[config.mk]
export PLATFORM = sky130hd
export DESIGN_NAME = tmr_checksum_voter_store
export DESIGN_NICKNAME = d
export VERILOG_FILES = /design/src/rtl/core/tcvs_pkg.sv /design/src/rtl/core/tmr_checksum_voter_store.sv /design/src/rtl/core/tcvs_ctrl.sv /design/src/rtl/core/tcvs_dp.sv
export SDC_FILE = /design/constraint.sdc
export NUM_CORES = 2
export LEC_CHECK = 0
export BUFFER_PORTS_ARGS = -buffer_cell sky130_fd_sc_hd__buf_4
export CAP_MARGIN = 20
export CORE_ASPECT_RATIO = 0.8
export CORE_MARGIN = 5
export CORE_UTILIZATION = 40
export DETAILED_ROUTE_END_ITERATION = 8
export HOLD_SLACK_MARGIN = 0.02
export SLEW_MARGIN = 0
export SYNTH_ARGS = -nofsm -noshare
export SYNTH_HDL_FRONTEND = slang
export SYNTH_SLANG_ARGS = --single-unit
[constraint.sdc]
create_clock -name clk -period 7.1 [get_ports clk]
set_clock_uncertainty 0.05 [all_clocks]
set_input_delay 1.775 -clock clk [delete_from_list [all_inputs] [get_ports clk]]
set_output_delay 1.775 -clock clk [all_outputs]
set_load 0.03 [all_outputs]
[src/rtl/core/tcvs_pkg.sv]
// ----------------------------------------------------------------------------
// tcvs_pkg: shared types, codes and helpers for the voter store
// Row layout of the copy memory, action and register codes, the controller to
// datapath command and status groups, and the per-copy check word function.
// ----------------------------------------------------------------------------
package tcvs_pkg;

  localparam int COPIES = 3;
  localparam int WORD_W = 32;

  // Request actions
  localparam logic [1:0] ACT_SET    = 2'd0;
  localparam logic [1:0] ACT_GET    = 2'd1;
  localparam logic [1:0] ACT_SCRUB  = 2'd2;
  localparam logic [1:0] ACT_INJECT = 2'd3;

  // Configuration register indexes
  localparam logic [1:0] CFG_SEED0 = 2'd0;
  localparam logic [1:0] CFG_SEED1 = 2'd1;
  localparam logic [1:0] CFG_SEED2 = 2'd2;

  typedef logic [WORD_W-1:0] word_t;

  typedef struct packed {
    word_t value;
    word_t check;
  } copy_t;

  typedef copy_t [COPIES-1:0] row_t;

  typedef word_t [COPIES-1:0] seeds_t;

  // Controller to datapath commands, at most one step per cycle
  typedef struct packed {
    logic load;      // capture the accepted request
    logic rd;        // read the addressed row
    logic chk;       // verify check words of the read row
    logic vote;      // pick winner and rewrite mask
    logic wr;        // write the row back and update counters
    logic next;      // advance to the next item during scrub
    logic out_load;  // capture the result into the output register
  } cmd_t;

  // Datapath to controller status
  typedef struct packed {
    logic scrub;  // current request walks all items
    logic last;   // current item is the last one
  } sts_t;

  // Seeded check word of one copy
  function automatic word_t check_word(input word_t v, input word_t seed);
    check_word = (v ^ seed) + (v << 7) + (v >> 3);
  endfunction

endpackage

[src/rtl/core/tmr_checksum_voter_store.sv]
// ----------------------------------------------------------------------------
// tmr_checksum_voter_store: triple-copy word store with checked majority vote
// Top level: seed registers, sequencer and datapath.
// ----------------------------------------------------------------------------
// Usage:
//   Requests enter on in_valid/in_stall with action, item_index, copy_select,
//   write_value and raw_check; each request gives exactly one result on
//   out_valid/out_stall (read_value, status, repair_total, unresolved_total).
//   Seeds are written through cfg_we/cfg_index/cfg_wdata while idle.
//   Each request runs read, check, vote and write-back of one memory row, one
//   step per cycle on the single row port of the copy memory; scrub runs
//   these steps for every item in turn. A request is accepted only after the
//   previous result is loaded, in the cycle after the load, even while that
//   result still waits at the output.
//   Reset clears seeds, counters, the output valid and the row valid bits, so
//   every item reads as zero value with zero check words.
//   A stalled result holds its payload; a finished request waits in its last
//   step until the output register frees up, with in_stall high meanwhile.
// ----------------------------------------------------------------------------
module tmr_checksum_voter_store
  import tcvs_pkg::*;
#(
  parameter int ITEMS = 4
) (
  input  logic        clk,
  input  logic        rst_n,
  input  logic        cfg_we,
  input  logic [1:0]  cfg_index,
  input  logic [31:0] cfg_wdata,
  input  logic        in_valid,
  output logic        in_stall,
  input  logic [1:0]  in_action,
  input  logic [1:0]  in_item_index,
  input  logic [1:0]  in_copy_select,
  input  logic [31:0] in_write_value,
  input  logic [31:0] in_raw_check,
  output logic        out_valid,
  input  logic        out_stall,
  output logic [31:0] out_read_value,
  output logic        out_status,
  output logic [31:0] out_repair_total,
  output logic [31:0] out_unresolved_total
);

  seeds_t seed_r;
  cmd_t   cmd;
  sts_t   sts;

  // Seed registers; unknown indexes are ignored
  always_ff @(posedge clk) begin
    if (!rst_n) begin
      seed_r <= '0;
    end else if (cfg_we) begin
      case (cfg_index)
        CFG_SEED0: seed_r[0] <= cfg_wdata;
        CFG_SEED1: seed_r[1] <= cfg_wdata;
        CFG_SEED2: seed_r[2] <= cfg_wdata;
        default: ;
      endcase
    end
  end

  tcvs_ctrl u_ctrl (
    .clk       (clk),
    .rst_n     (rst_n),
    .in_valid  (in_valid),
    .in_stall  (in_stall),
    .out_valid (out_valid),
    .out_stall (out_stall),
    .sts       (sts),
    .cmd       (cmd)
  );

  tcvs_dp #(
    .ITEMS (ITEMS)
  ) u_dp (
    .clk                  (clk),
    .rst_n                (rst_n),
    .cmd                  (cmd),
    .sts                  (sts),
    .seed                 (seed_r),
    .in_action            (in_action),
    .in_item_index        (in_item_index),
    .in_copy_select       (in_copy_select),
    .in_write_value       (in_write_value),
    .in_raw_check         (in_raw_check),
    .out_read_value       (out_read_value),
    .out_status           (out_status),
    .out_repair_total     (out_repair_total),
    .out_unresolved_total (out_unresolved_total)
  );

endmodule

[src/rtl/core/tcvs_ctrl.sv]
// ----------------------------------------------------------------------------
// tcvs_ctrl: sequencer of the voter store
// Steps each request through read, check, vote and write-back, loops over all
// items for scrub, and hands the result to the output register.
// ----------------------------------------------------------------------------
module tcvs_ctrl
  import tcvs_pkg::*;
(
  input  logic clk,
  input  logic rst_n,
  input  logic in_valid,
  output logic in_stall,
  output logic out_valid,
  input  logic out_stall,
  input  sts_t sts,
  output cmd_t cmd
);

  typedef enum logic [5:0] {
    ST_IDLE  = 6'b000001,
    ST_READ  = 6'b000010,
    ST_CHECK = 6'b000100,
    ST_VOTE  = 6'b001000,
    ST_WRITE = 6'b010000,
    ST_DONE  = 6'b100000
  } state_t;

  state_t state_r, state_nxt;
  logic   out_valid_r, out_valid_nxt;
  logic   slot_free;

  assign slot_free = !out_valid_r || !out_stall;
  assign in_stall  = (state_r != ST_IDLE);
  assign out_valid = out_valid_r;

  // Next state and commands
  always_comb begin
    state_nxt = state_r;
    cmd       = '0;
    case (state_r)
      ST_IDLE: begin
        if (in_valid) begin
          cmd.load  = 1'b1;
          state_nxt = ST_READ;
        end
      end
      ST_READ: begin
        cmd.rd    = 1'b1;
        state_nxt = ST_CHECK;
      end
      ST_CHECK: begin
        cmd.chk   = 1'b1;
        state_nxt = ST_VOTE;
      end
      ST_VOTE: begin
        cmd.vote  = 1'b1;
        state_nxt = ST_WRITE;
      end
      ST_WRITE: begin
        cmd.wr = 1'b1;
        if (sts.scrub && !sts.last) begin
          cmd.next  = 1'b1;
          state_nxt = ST_READ;
        end else begin
          state_nxt = ST_DONE;
        end
      end
      ST_DONE: begin
        if (slot_free) begin
          cmd.out_load = 1'b1;
          state_nxt    = ST_IDLE;
        end
      end
      default: state_nxt = ST_IDLE;
    endcase
  end

  // Output valid: drop when taken, raise on a new result
  always_comb begin
    out_valid_nxt = out_valid_r;
    if (out_valid_r && !out_stall) out_valid_nxt = 1'b0;
    if (cmd.out_load) out_valid_nxt = 1'b1;
  end

  always_ff @(posedge clk) begin
    if (!rst_n) begin
      state_r     <= ST_IDLE;
      out_valid_r <= 1'b0;
    end else begin
      state_r     <= state_nxt;
      out_valid_r <= out_valid_nxt;
    end
  end

  // At most one pipeline step is commanded per cycle
  a_one_step: assert property (@(posedge clk) disable iff (!rst_n)
    $onehot0({cmd.load, cmd.rd, cmd.chk, cmd.vote, cmd.wr}))
    else $error("more than one datapath step commanded");

  // An accepted request is read in the following cycle
  a_accept_read: assert property (@(posedge clk) disable iff (!rst_n)
    (in_valid && !in_stall) |=> cmd.rd)
    else $error("accepted request not followed by a row read");

  // A write-back either loops to the next item or finishes
  a_wr_next: assert property (@(posedge clk) disable iff (!rst_n)
    cmd.wr |=> (state_r == ST_READ || state_r == ST_DONE))
    else $error("write-back followed by an unexpected state");

  // A new result never overwrites one still waiting
  a_no_overwrite: assert property (@(posedge clk) disable iff (!rst_n)
    cmd.out_load |-> (!out_valid_r || !out_stall))
    else $error("result loaded while previous result is stalled");

endmodule

[src/rtl/core/tcvs_dp.sv]
// ----------------------------------------------------------------------------
// tcvs_dp: datapath of the voter store
// Copy memory with one row per item, check word verification, majority vote,
// row rebuild for repair, set and inject, counters and the output register.
// ----------------------------------------------------------------------------
module tcvs_dp
  import tcvs_pkg::*;
#(
  parameter int ITEMS = 4
) (
  input  logic        clk,
  input  logic        rst_n,
  input  cmd_t        cmd,
  output sts_t        sts,
  input  seeds_t      seed,
  input  logic [1:0]  in_action,
  input  logic [1:0]  in_item_index,
  input  logic [1:0]  in_copy_select,
  input  logic [31:0] in_write_value,
  input  logic [31:0] in_raw_check,
  output logic [31:0] out_read_value,
  output logic        out_status,
  output logic [31:0] out_repair_total,
  output logic [31:0] out_unresolved_total
);

  localparam int AW = (ITEMS > 1) ? $clog2(ITEMS) : 1;

  // Request registers
  logic [1:0]        op_r;
  logic [AW-1:0]     addr_r;
  logic              en_r;
  logic [1:0]        cs_r;
  word_t             wv_r;
  word_t             rc_r;
  logic              in_range;

  // Memory and read path
  row_t              mem [ITEMS];
  logic [ITEMS-1:0]  vld_r;
  row_t              mem_q;
  logic              rd_vld_r;
  row_t              row_q;

  // Vote path
  logic [COPIES-1:0] ok_r, ok_nxt;
  logic [COPIES-1:0] mask_r, mask_nxt;
  logic [COPIES-1:0] inj_r, inj_nxt;
  word_t             win_r, win_nxt;
  logic              maj_r, maj_nxt;
  logic              eq01, eq02, eq12, a01, a02, a12;
  row_t              row_new;
  logic              is_vote_op;

  // Counters and result
  word_t             repair_r, unres_r;
  logic              unst_r;
  word_t             rv_r, rep_out_r, unres_out_r;
  logic              st_r;

  assign in_range   = ({7'd0, in_item_index} < 9'(ITEMS));
  assign is_vote_op = (op_r == ACT_GET) || (op_r == ACT_SCRUB);
  assign sts.scrub  = (op_r == ACT_SCRUB);
  assign sts.last   = (addr_r == AW'(ITEMS - 1));

  // Capture the request, advance the item during scrub
  always_ff @(posedge clk) begin
    if (cmd.load) begin
      op_r <= in_action;
      cs_r <= in_copy_select;
      wv_r <= in_write_value;
      rc_r <= in_raw_check;
      if (in_action == ACT_SCRUB) begin
        addr_r <= '0;
        en_r   <= 1'b1;
      end else begin
        addr_r <= in_range ? AW'(in_item_index) : '0;
        en_r   <= in_range;
      end
    end else if (cmd.next) begin
      addr_r <= addr_r + AW'(1);
    end
  end

  // Copy memory: one row per item, registered read
  always_ff @(posedge clk) begin
    if (cmd.rd) begin
      mem_q    <= mem[addr_r];
      rd_vld_r <= vld_r[addr_r];
    end
    if (cmd.wr && en_r) mem[addr_r] <= row_new;
  end

  // Row valid bits: an unwritten row reads as zero
  always_ff @(posedge clk) begin
    if (!rst_n) begin
      vld_r <= '0;
    end else if (cmd.wr && en_r) begin
      vld_r[addr_r] <= 1'b1;
    end
  end

  assign row_q = rd_vld_r ? mem_q : '0;

  // Verify each copy against its seeded check word
  always_comb begin
    for (int c = 0; c < COPIES; c++) begin
      ok_nxt[c] = (row_q[c].check == check_word(row_q[c].value, seed[c]));
    end
  end

  // Majority among intact copies; first winner in copy order
  assign eq01 = (row_q[0].value == row_q[1].value);
  assign eq02 = (row_q[0].value == row_q[2].value);
  assign eq12 = (row_q[1].value == row_q[2].value);
  assign a01  = ok_r[0] && ok_r[1] && eq01;
  assign a02  = ok_r[0] && ok_r[2] && eq02;
  assign a12  = ok_r[1] && ok_r[2] && eq12;

  always_comb begin
    maj_nxt  = 1'b0;
    win_nxt  = '0;
    mask_nxt = '0;
    inj_nxt  = '0;
    case (op_r)
      ACT_SET: begin
        win_nxt  = wv_r;
        mask_nxt = '1;
      end
      ACT_INJECT: begin
        for (int c = 0; c < COPIES; c++) inj_nxt[c] = (cs_r == 2'(c));
      end
      default: begin
        if (a01 || a02) begin
          maj_nxt     = 1'b1;
          win_nxt     = row_q[0].value;
          mask_nxt[1] = !ok_r[1] || !eq01;
          mask_nxt[2] = !ok_r[2] || !eq02;
        end else if (a12) begin
          maj_nxt     = 1'b1;
          win_nxt     = row_q[1].value;
          mask_nxt[0] = !ok_r[0] || !eq01;
          mask_nxt[2] = !ok_r[2] || !eq12;
        end
      end
    endcase
  end

  always_ff @(posedge clk) begin
    if (cmd.chk) ok_r <= ok_nxt;
    if (cmd.vote) begin
      maj_r  <= maj_nxt;
      win_r  <= win_nxt;
      mask_r <= mask_nxt;
      inj_r  <= inj_nxt;
    end
  end

  // Rebuild the row: rewrite repaired copies, drop in injected copy
  always_comb begin
    for (int c = 0; c < COPIES; c++) begin
      if (mask_r[c]) begin
        row_new[c].value = win_r;
        row_new[c].check = check_word(win_r, seed[c]);
      end else if (inj_r[c]) begin
        row_new[c].value = wv_r;
        row_new[c].check = rc_r;
      end else begin
        row_new[c] = row_q[c];
      end
    end
  end

  // Repair and unresolved counters, request-wide unstable flag
  always_ff @(posedge clk) begin
    if (!rst_n) begin
      repair_r <= '0;
      unres_r  <= '0;
      unst_r   <= 1'b0;
    end else if (cmd.load) begin
      unst_r <= 1'b0;
    end else if (cmd.wr && en_r && is_vote_op) begin
      repair_r <= repair_r + WORD_W'(mask_r[0]) + WORD_W'(mask_r[1])
                  + WORD_W'(mask_r[2]);
      if (!maj_r) begin
        unres_r <= unres_r + WORD_W'(1);
        unst_r  <= 1'b1;
      end
    end
  end

  // Output register, held while the receiver stalls
  always_ff @(posedge clk) begin
    if (cmd.out_load) begin
      rv_r        <= (op_r == ACT_GET && en_r && maj_r) ? win_r : '0;
      st_r        <= unst_r;
      rep_out_r   <= repair_r;
      unres_out_r <= unres_r;
    end
  end

  assign out_read_value       = rv_r;
  assign out_status           = st_r;
  assign out_repair_total     = rep_out_r;
  assign out_unresolved_total = unres_out_r;

endmodule

==> reports/metrics.cfg <==
[run_status]
status = finished, final reports clean

[power_and_ir_drop]
p_per_area_nw_per_um2 = 223
p_total_mw = 17.6
power.leakage_nw = 29.4
vdd_drop_max_v = 0.000245

[cts]
cts_sinks = 1342
clkSlewWorstSetupHoldPaths_ps = 70
h-tree-depth = 4
ctsHoldBuffers = 0
numCtsBuffers = 141
root_buffer = clkbuf_16
cts_tree = yes
insertion_delay_ps = 810
clock_path_buffers = 3
cts_resized = 0
postCtsSetupBuffers = 0

[synthesis]
synthArstFlopShare_pct = 0
postSynthAreaPerCell_um2 = 12.5
synth_fp_nets = 6111
yosysUniqueCellTypes = 99
synthFlopType = edfxtp_1
synth_edf_count = 1170
ys_ff_latch = 1342
synth_seq_area_share_pct = 55.0
synth_cells = 5617
yosysWarnings = 0
syn_area_um2 = 70100

[final_layout]
final_common_cell = edfxtp_1
fin_nets = 6301
syn2layout_area_growth_pct = 12.6
multi_input_area_um2 = 29200
final_cell_mix = edfxtp_1 (1170), nand2_1 (529), a21oi_1 (362), inv_1 (361), xnor2_1 (319)
drive_gt1_share_pct = 12.6
design_area_um2 = 78900
seqCellArea_um2 = 38600
fillers = 15800

[sta]
rsz0062_at_grt = no
setup_violations = 0
hold_violations = 0
holdWs_ps = 384
maxSlewViolCount = 0
period_share_pct = 91.1
relSlewSlack_pct = 16.1
fin_crit_ps = 6470
setup_tns_ps = 0
max_freq_mhz = 155
worst_pin_slew_ps = 1250
layout_setup_ws_ps = 630

[route]
wl_met2_um = 109000
drt_iter0_drc = 6237
drcViolationCount = 0
routed_wirelength_um = 260000
detail_route.vias_per_cell = 5.94
drt-met1-wl_um = 115000
wl_met3_um = 23800
ant_nets = 0
dr.pass1.iters = 5
num_vias = 48800
top_layer = met5
routedWlPerCell_um = 31.6

[floorplan]
dieArea_um2 = 184000
die_x_um = 478
core_area_um2 = 174000
rows = 137
initial_core_util_pct = 40.2
num_io_pins = 208
chipHeight_um = 384

[worst_setup_path]
crit_slowest_cell = edfxtp_1
crit_type = reg2reg
critical_path.endpoint_type = register
crit_fanout = 17
crit_chain = buf_4 > and2_1 > xnor2_1 > fa_1 > inv_1 > ha_1 > and3_1 > a21oi_1 > nand2_1 > mux2i_1 > o311ai_0 > a311oi_1 > o31ai_1 > a2111oi_0 > o2111ai_1 > nor4b_1 > buf_4 > nand4_1 > and4bb_1
crit_top_cell = buf_4
required_ps = 7730
start_kind = register
slowest_delay_ps = 790
critPathArrivalTime_ps = 7100

[global_routing]
antenna_found_initial = 16
grt_pass1_wl_um = 361000
grt_usage_pct = 27.6
grt_max_degree = 129
overflow = 0
first_global_vias = 46100

[placed_design]
place_ws_ps = 961
port_buffers = 207
globalplace.congestion = 1.01
dpl_cell_area_um2 = 74400
hpwl_um = 195000

[job]
cap_violations = 0

[hold_path]
hold_path_class = reg2reg

==> cells in the mapped netlist, drive strengths merged, types with 12 or more instances <==
library cell / instances / area, um^2
o21bai: 30 / 225
edfxtp: 1170 / 35100
clkbuf: 203 / 762
buf: 51 / 230
nor2b: 33 / 206
a211oi: 170 / 1280
o21a: 31 / 233
a21oi: 364 / 1830
and2: 67 / 419
a31oi: 15 / 93.8
or3: 26 / 163
nand3b: 12 / 90.1
nor2: 299 / 1120
o22ai: 28 / 175
and3: 54 / 338
ha: 251 / 3140
nand4: 49 / 307
o211ai: 17 / 128
mux4: 193 / 4350
nand2b: 29 / 181
fa: 134 / 2680
xor2: 173 / 1520
mux2i: 21 / 210
xnor2: 322 / 2850
nor4: 28 / 188
nand2: 531 / 2000
dfxtp: 172 / 3440
a22o: 39 / 342
a21o: 128 / 961
a221oi: 18 / 158
a22oi: 17 / 128
o21ai: 155 / 776
nor3: 75 / 375
inv: 362 / 1360
nand3: 75 / 380
a21boi: 116 / 871
==> registers in the layout (all words and copies together) (netlist names), 4 cells and up <==
| name | count |
|---|---|
| u_dp.repair_r | 32 |
| u_dp.unres_r | 32 |
| u_dp.win_r | 32 |
| u_dp.wv_r | 32 |
| u_dp.rc_r | 32 |
| u_dp.out_unresolved_total | 32 |
| u_dp.out_repair_total | 32 |
| u_dp.vld_r | 4 |
| u_dp.mem | 768 |
| seed_r | 96 |
| u_ctrl.state_r | 6 |
| u_dp.mem_q | 192 |
| u_dp.out_read_value | 32 |
==> worst max-delay path: cells and delay by family, from the launching register on <==
| kind | cells | cell delay (ps) |
|---|---|---|
| adder cells (fa/ha/maj) | 2 | 910 |
| multiplexers | 1 | 200 |
| XOR/XNOR | 1 | 170 |
| buffers and inverters | 3 | 600 |
| AO/OA/AOI/OAI | 6 | 1910 |
| flip-flops | 1 | 790 |
| AND/OR/NAND/NOR | 6 | 1680 |
==> per-stage QoR <==
| step | util, % | instances |
|---|---|---|
| after floorplan | - | 5617 |
| after global placement | 42.7 | 7957 |
| after detailed placement | 42.7 | 7957 |
| after CTS | 45.2 | 8205 |
| after global routing | 45.3 | 8210 |
| final | 45.3 | 8214 |
==> kinds of logic after synthesis <==
logic type	share of synthesized area, %
buffers and inverters	3.35
flip-flops	55.0
AND/OR/NAND/NOR	8.92
multiplexers	6.58
adder cells (fa/ha/maj)	8.31
XOR/XNOR	6.24
AO/OA/AOI/OAI	11.5
==> metal layers <==
layer | up-vias | track usage, %
met5 | - | 0.131
met4 | 8 | 11.4
met3 | 452 | 6.03
met2 | 2413 | 39.3
met1 | 24800 | 40.8
li1 | 21100 | -
==> path summary, 6_finish.rpt <==
path | startpoint | endpoint | slack [ps] | depth (start not counted)
max | u_dp.rd_vld_r | u_dp.ok_r[0] | 630 | 19
min | u_dp.unst_r | u_dp.out_status | 380 | 0
max reg2reg | u_dp.rd_vld_r | u_dp.ok_r[0] | 630 | 19
min reg2reg | u_dp.unst_r | u_dp.out_status | 380 | 0
==> area by class of cell <==
class	instances	area share, %
flip-flops and latches	1342	48.9
diodes	9	0.0285
clock inverters	77	0.928
inverters	362	1.73
repair buffers	301	3.04
multi-input cells	3659	37.0
well taps	2293	3.64
clock buffers	171	4.73
==> power breakdown <==
group / switching, mW / internal, mW / total [mW]
Combinational: 0.880 / 0.586 / 1.47
Sequential: 0.180 / 8.65 / 8.83
Clock: 3.22 / 4.07 / 7.29
Total: 4.28 / 13.3 / 17.6
No activity file was read; power rests on OpenSTA's default activity.
